`config.mk`:
```
export PLATFORM = sky130hd
export DESIGN_NAME = trw_cell
export DESIGN_NICKNAME = d
export VERILOG_FILES = /design/src/rtl/trw_pkg.sv /design/src/rtl/trw_cell.sv
export SDC_FILE = /design/constraint.sdc
export NUM_CORES = 1
export LEC_CHECK = 0
export ABC_AREA = 1
export BUFFER_PORTS_ARGS = -buffer_cell sky130_fd_sc_hd__buf_4
export CAP_MARGIN = 30
export CORE_AREA = 5 5 155 157
export DETAILED_ROUTE_END_ITERATION = 10
export DIE_AREA = 0 0 160 162
export HOLD_SLACK_MARGIN = 0.12
export PLACE_DENSITY_LB_ADDON = 0.15
export SLEW_MARGIN = 20
export SYNTH_ARGS = -nofsm -noshare
export SYNTH_HDL_FRONTEND = slang
export SYNTH_SLANG_ARGS = --single-unit
```
`constraint.sdc`:
```
create_clock -name clk -period 5.25 [get_ports clk]
set_input_delay 1.05 -clock clk [delete_from_list [all_inputs] [get_ports clk]]
set_output_delay 1.05 -clock clk [all_outputs]
set_load 0.02 [all_outputs]
```
`src/rtl/trw_pkg.sv`:
```
// shared types and constants for the timestamp reorder window
`timescale 1ns / 1ps
package trw_pkg;

	localparam int TIME_W = 63;
	localparam int TAG_W = 16;
	localparam int WIN_W = 6;
	localparam logic [WIN_W-1:0] WINDOW_RESET = 6'd20;

	localparam logic CMD_PUSH = 1'b0;
	localparam logic CMD_FLUSH = 1'b1;

	typedef struct packed {
		logic              command;
		logic [TIME_W-1:0] event_time;
		logic [TAG_W-1:0]  message_tag;
	} in_item_t;

	typedef struct packed {
		logic              emitted;
		logic [TIME_W-1:0] out_time;
		logic [TAG_W-1:0]  out_tag;
		logic              window_too_small;
		logic              arrival_disorder;
		logic              last;
	} out_item_t;

	// what every cell of the sorted row does this cycle
	typedef struct packed {
		logic push;
		logic pop;
	} cell_ctl_t;

endpackage

```
`src/rtl/trw_cell.sv`:
```
// one slot of the sorted row: insert by local compare, shift toward the head on pop
`timescale 1ns / 1ps
module trw_cell import trw_pkg::*; #(
	parameter int IDX = 0,
	parameter int CNT_W = 6,
	parameter int STW = 16
) (
	input  logic              clk,
	input  cell_ctl_t         ctl,
	input  logic [CNT_W-1:0]  count,
	input  logic [TIME_W-1:0] new_time,
	input  logic [STW-1:0]    new_tag,
	input  logic              left_ge,
	input  logic [TIME_W-1:0] left_time,
	input  logic [STW-1:0]    left_tag,
	input  logic [TIME_W-1:0] right_post_time,
	input  logic [STW-1:0]    right_post_tag,
	output logic              ge,
	output logic [TIME_W-1:0] time_q,
	output logic [STW-1:0]    tag_q,
	output logic [TIME_W-1:0] post_time,
	output logic [STW-1:0]    post_tag
);

	logic occ;

	assign occ = CNT_W'(IDX) < count;
	// at or after the insertion point: empty, or strictly later than the new event
	assign ge = !occ || (time_q > new_time);

	always_comb begin
		if (ctl.push && left_ge) begin
			post_time = left_time;
			post_tag = left_tag;
		end else if (ctl.push && ge) begin
			post_time = new_time;
			post_tag = new_tag;
		end else begin
			post_time = time_q;
			post_tag = tag_q;
		end
	end

	always_ff @(posedge clk) begin
		if (ctl.pop) begin
			time_q <= right_post_time;
			tag_q <= right_post_tag;
		end else begin
			time_q <= post_time;
			tag_q <= post_tag;
		end
	end

endmodule

```
# Word-level counts from Yosys, hierarchy flattened
# Cells that the tools add are included.
# totals
register_bits	79
output_inout_bits	159
word_cells	14
# op_classes
n_lt_le_gt_ge	2
n_mux	6
n_reduce_logical	4
# op_table
cell	count
$mux 63	3
$gt 63x63->1	1
$mux 16	3
$lt 1x6->1 const A	1
$logic_and 1x1->1	2
$logic_not 1->1	1
$logic_or 1x1->1	1

# Depth between registers and ports, before layout
# logic_depth
word_depth	7
ltp_mapped	23
mapped_depth_nobuf	21

# Worst setup path before layout
# No wires, ideal clock.
# synth_timing
kind	input to output
from	input new_time[62]
to	output post_time[53]
arrival_ns	2.797
path_slack_ns	1.403
path_stages	18
path_cell_list	inv_1 > ha_1 > nand2_1 > nor2_2 > nand3_1 > nor2_2 > nand3_1 > nor2_1 > nand2_1 > nand2_1 > nand2_1 > nand2_4 > nand2_4 > buf_6 > buf_6 > nand2_1 > nand3_1 > nand2_1
# synth_between
elab_chain_cells	5
# synth_rtl
item	line_no	source
start: declaration	trw_cell.sv:11	input logic [TIME_W-1:0] new_time,
$gt 63x63->1	trw_cell.sv:29	assign ge = !occ || (time_q > new_time);
$logic_or 1x1->1	trw_cell.sv:29	
$logic_and 1x1->1	trw_cell.sv:35	end else if (ctl.push && ge) begin
$mux 63	trw_cell.sv:35	
$mux 63	trw_cell.sv:32	if (ctl.push && left_ge) begin
end: declaration	trw_cell.sv:21	output logic [TIME_W-1:0] post_time,
# Every way passes these cells.

# Worst setup path after layout
# layout_timing
from	input new_time[54]
to	output post_time[48]
# The elaborated chain is that of the path after synthesis.

==> metrics.md <==
| Metric | Value |
|---|---|
| Post-CTS Setup Bufs | 0 |
| Global placement routability congestion | 0.860 |
| Nets | 1858 |
| Cell taking the most area after synthesis | nand2_1 |
| HP Start | tag_q[11] |
| Layout area overhead | 53.3% |
| Avg Inst Size Synth | 5.60 um^2 |
| Antenna cells | 0 |
| Max Fclk | 216 MHz |
| Post-DP HPWL | 22100 um |
| Setup violations, final | 0 |
| Startpoint types | primary input |
| Clk_lat worst skew | 0.35 ns |
| Worst Setup SP | new_time[54] |
| Resize count post-CTS | 0 |
| Post-route ant nets | 0 |
| Slew Limit Fails | 0 |
| First-pass GRT wire length | 44300 um |
| Most frequent cell after synthesis | nand2_1 |
| Placed inst area | 9840 um^2 |
| Synth Instances | 1181 |
| Starting density of the core | 29.6% |
| Peak VDD IR | 0.000131 V |
| Synthesized area | 6610 um^2 |
| EDFF count, synth | 0 |
| Final instance area | 10100 um^2 |
| CTS tree | yes |
| Top_reg_cell synth | dfxtp_1 |
| Post-synthesis sequential area ratio | 23.9% |
| Outcome | complete, no violations |
| # Max-Cap Violations | 0 |
| Synth warnings | 0 |
| DRC | 0 |
| RSZ-0062 raised after global routing | false |
| Vias in the first global route | 8224 |
| Worst clock skew | 0.0121 ns |
| Cell mode on critical path | nand2_1 |
| Post-DR vias/cell | 4.54 |
| Initial DRC Count | 484 |
| Fin crit share | 88.2% |
| Total CTS buffers | 9 |
| H-tree depth | 3 |
| Worst min path class | reg2reg |
| Final Hold Vio Count | 0 |
| Total Wirelength | 28900 um |
| Setup_tns | 0 ns |
| Fin crit period | 4.63 ns |
| Via count | 8346 |
| Critical path cell sequence | buf_4, inv_1, ha_1, nand2_1, nor2_1, nand4_1, nor4_1, nand3b_1, nand2_1, nand2_4, nand2_4, buf_4, nand2_1, nand3_1, nand2_1, buf_4 |
| Yosys cell types | 21 |
| WP data required | 4.20 ns |
| Least-Margin Pin Slew | 0.965 ns |
| Largest net degree at the start of global routing | 81 |
| Total track usage | 21.3% |
| Clock transition at path regs | 0.07 ns |
| Drt first pass iters | 4 |
| I/O pin cnt | 406 |
| RR Startpoint | time_q[54] |
| Std cell rows | 55 |
| Post-synth ARST share | 0% |
| Setup CP Type | in2out |
| Rel. slew slack | 35.7% |
| PortBufs | 405 |
| CP arrival | 3.58 ns |
| Slowest cell on crit path | buf_4 |
| CP peak stage delay | 0.42 ns |
| Top post-synthesis cells by count | 565 x nand2_1, 186 x inv_1, 166 x nand3_1, 79 x dfxtp_1, 63 x ha_1 |
| Die height | 162 um |
| Flops & latches, synth | 79 |
| Cell Pwr Density | 270 nW/um^2 |
| Syn nets | 1491 |
| CTS Sinks | 79 |
| WL per Instance | 15.7 um |
| Placeable Area | 22400 um^2 |
| Crit path max fanout | 39 |
| Gr ovfl total | 0 |
| Leakage power | 6.31 nW |
| Share of layout cells above drive strength 1 | 28.4% |
| Initial antenna violation count | 0 |
| Root Driver | clkbuf_16 |
| Die area | 25900 um^2 |
| Die width | 160 um |
| Post-CTS Hold Buffers | 0 |
| Synth area leaders | nand2_1 32%, dfxtp_1 24%, nand3_1 13%, ha_1 12%, inv_1 11% |
| Top cell type's share of synthesized area | 32.1% |
| CTS Buffer Depth | 2 |
| CP Capture Type | output pin |
==> per-stage QoR <==
stage	util (%)	setup WS, ns	total power [W]	instances	hold WS (ns)
global route	45.3	0.324	0.00294	1838	0.715
CTS	45.3	0.556	0.00278	1838	0.650
floorplan	-	1.40	0.00150	1181	0.843
finish	45.3	0.621	0.00274	1838	0.650
detailed placement	44.0	0.568	0.00211	1822	0.639
global placement	44.0	0.574	0.00210	1822	0.636
==> registers in the layout, summed over array words and instances, names as in the netlist <==
register  flops
tag_q        16
time_q       63
==> area by class of cell <==
type | count | area (um^2)
clock buffer | 11 | 233
fill | 2436 | 12200
multi-input combinational | 855 | 4070
timing repair buffer | 414 | 3120
inverter | 189 | 709
sequential | 79 | 1580
clock inverter | 5 | 58.8
tap | 285 | 357
==> worst max-delay path: cells and delay by family <==
kind	cells	cell delay, ns
adders and majority gates	1	0.29
buffers and inverters	4	0.71
and+or+nand+nor	11	1.49
==> worst paths after layout <==
kind	to	cells past startpoint	slack, ns
hold reg to reg	tag_q[11]	6	0.65
hold / removal	tag_q[11]	6	0.65
setup reg to reg	time_q[2]	17	2.43
setup / recovery	post_time[48]	16	0.62
==> metal layers <==
metal	wire length (um)	share of wire, %	track usage [%]
met1	12300	43	25.8
met2	13900	48	37.3
met3	2060	7.1	5.48
met4	615	2.1	6.37
met5	0	0	0
==> power by group <==
group	leakage [nW]	total (W)	internal [W]	switching, W
registers	0.665	0.000743	0.000677	0.0000659
logic	5.51	0.00134	0.000553	0.000788
clock network	0.136	0.000657	0.000370	0.000287
==> cell usage in the layout, fill, tap and decap left out <==
master	n
nand2_1	564
buf_4	413
inv_1	186
nand3_1	166
dfxtp_1	79
ha_1	63
a21oi_1	21
nor2_1	17
clkbuf_16	9
nand4_1	5
nand2_2	4
a21o_1	3
nor4_1	3
nand2_4	3
inv_2	3
nor2_2	3
clkinvlp_4	2
clkbuf_1	2
nand3b_1	1
nor3_1	1
o21ai_0	1
clkinv_2	1
clkinv_4	1
bufinv_16	1
buf_12	1
==> logic make-up (layout without fill, tap and decap cells) <==
family / after synthesis / count (layout) / synth area share, %
compound gates: 25 / 25 / 2.01
fa+ha+maj: 63 / 63 / 11.9
buf+inv: 247 / 619 / 14.6
flops: 79 / 79 / 23.9
simple gates: 767 / 767 / 47.6
Note: power is estimated with default switching activity, not from simulation.
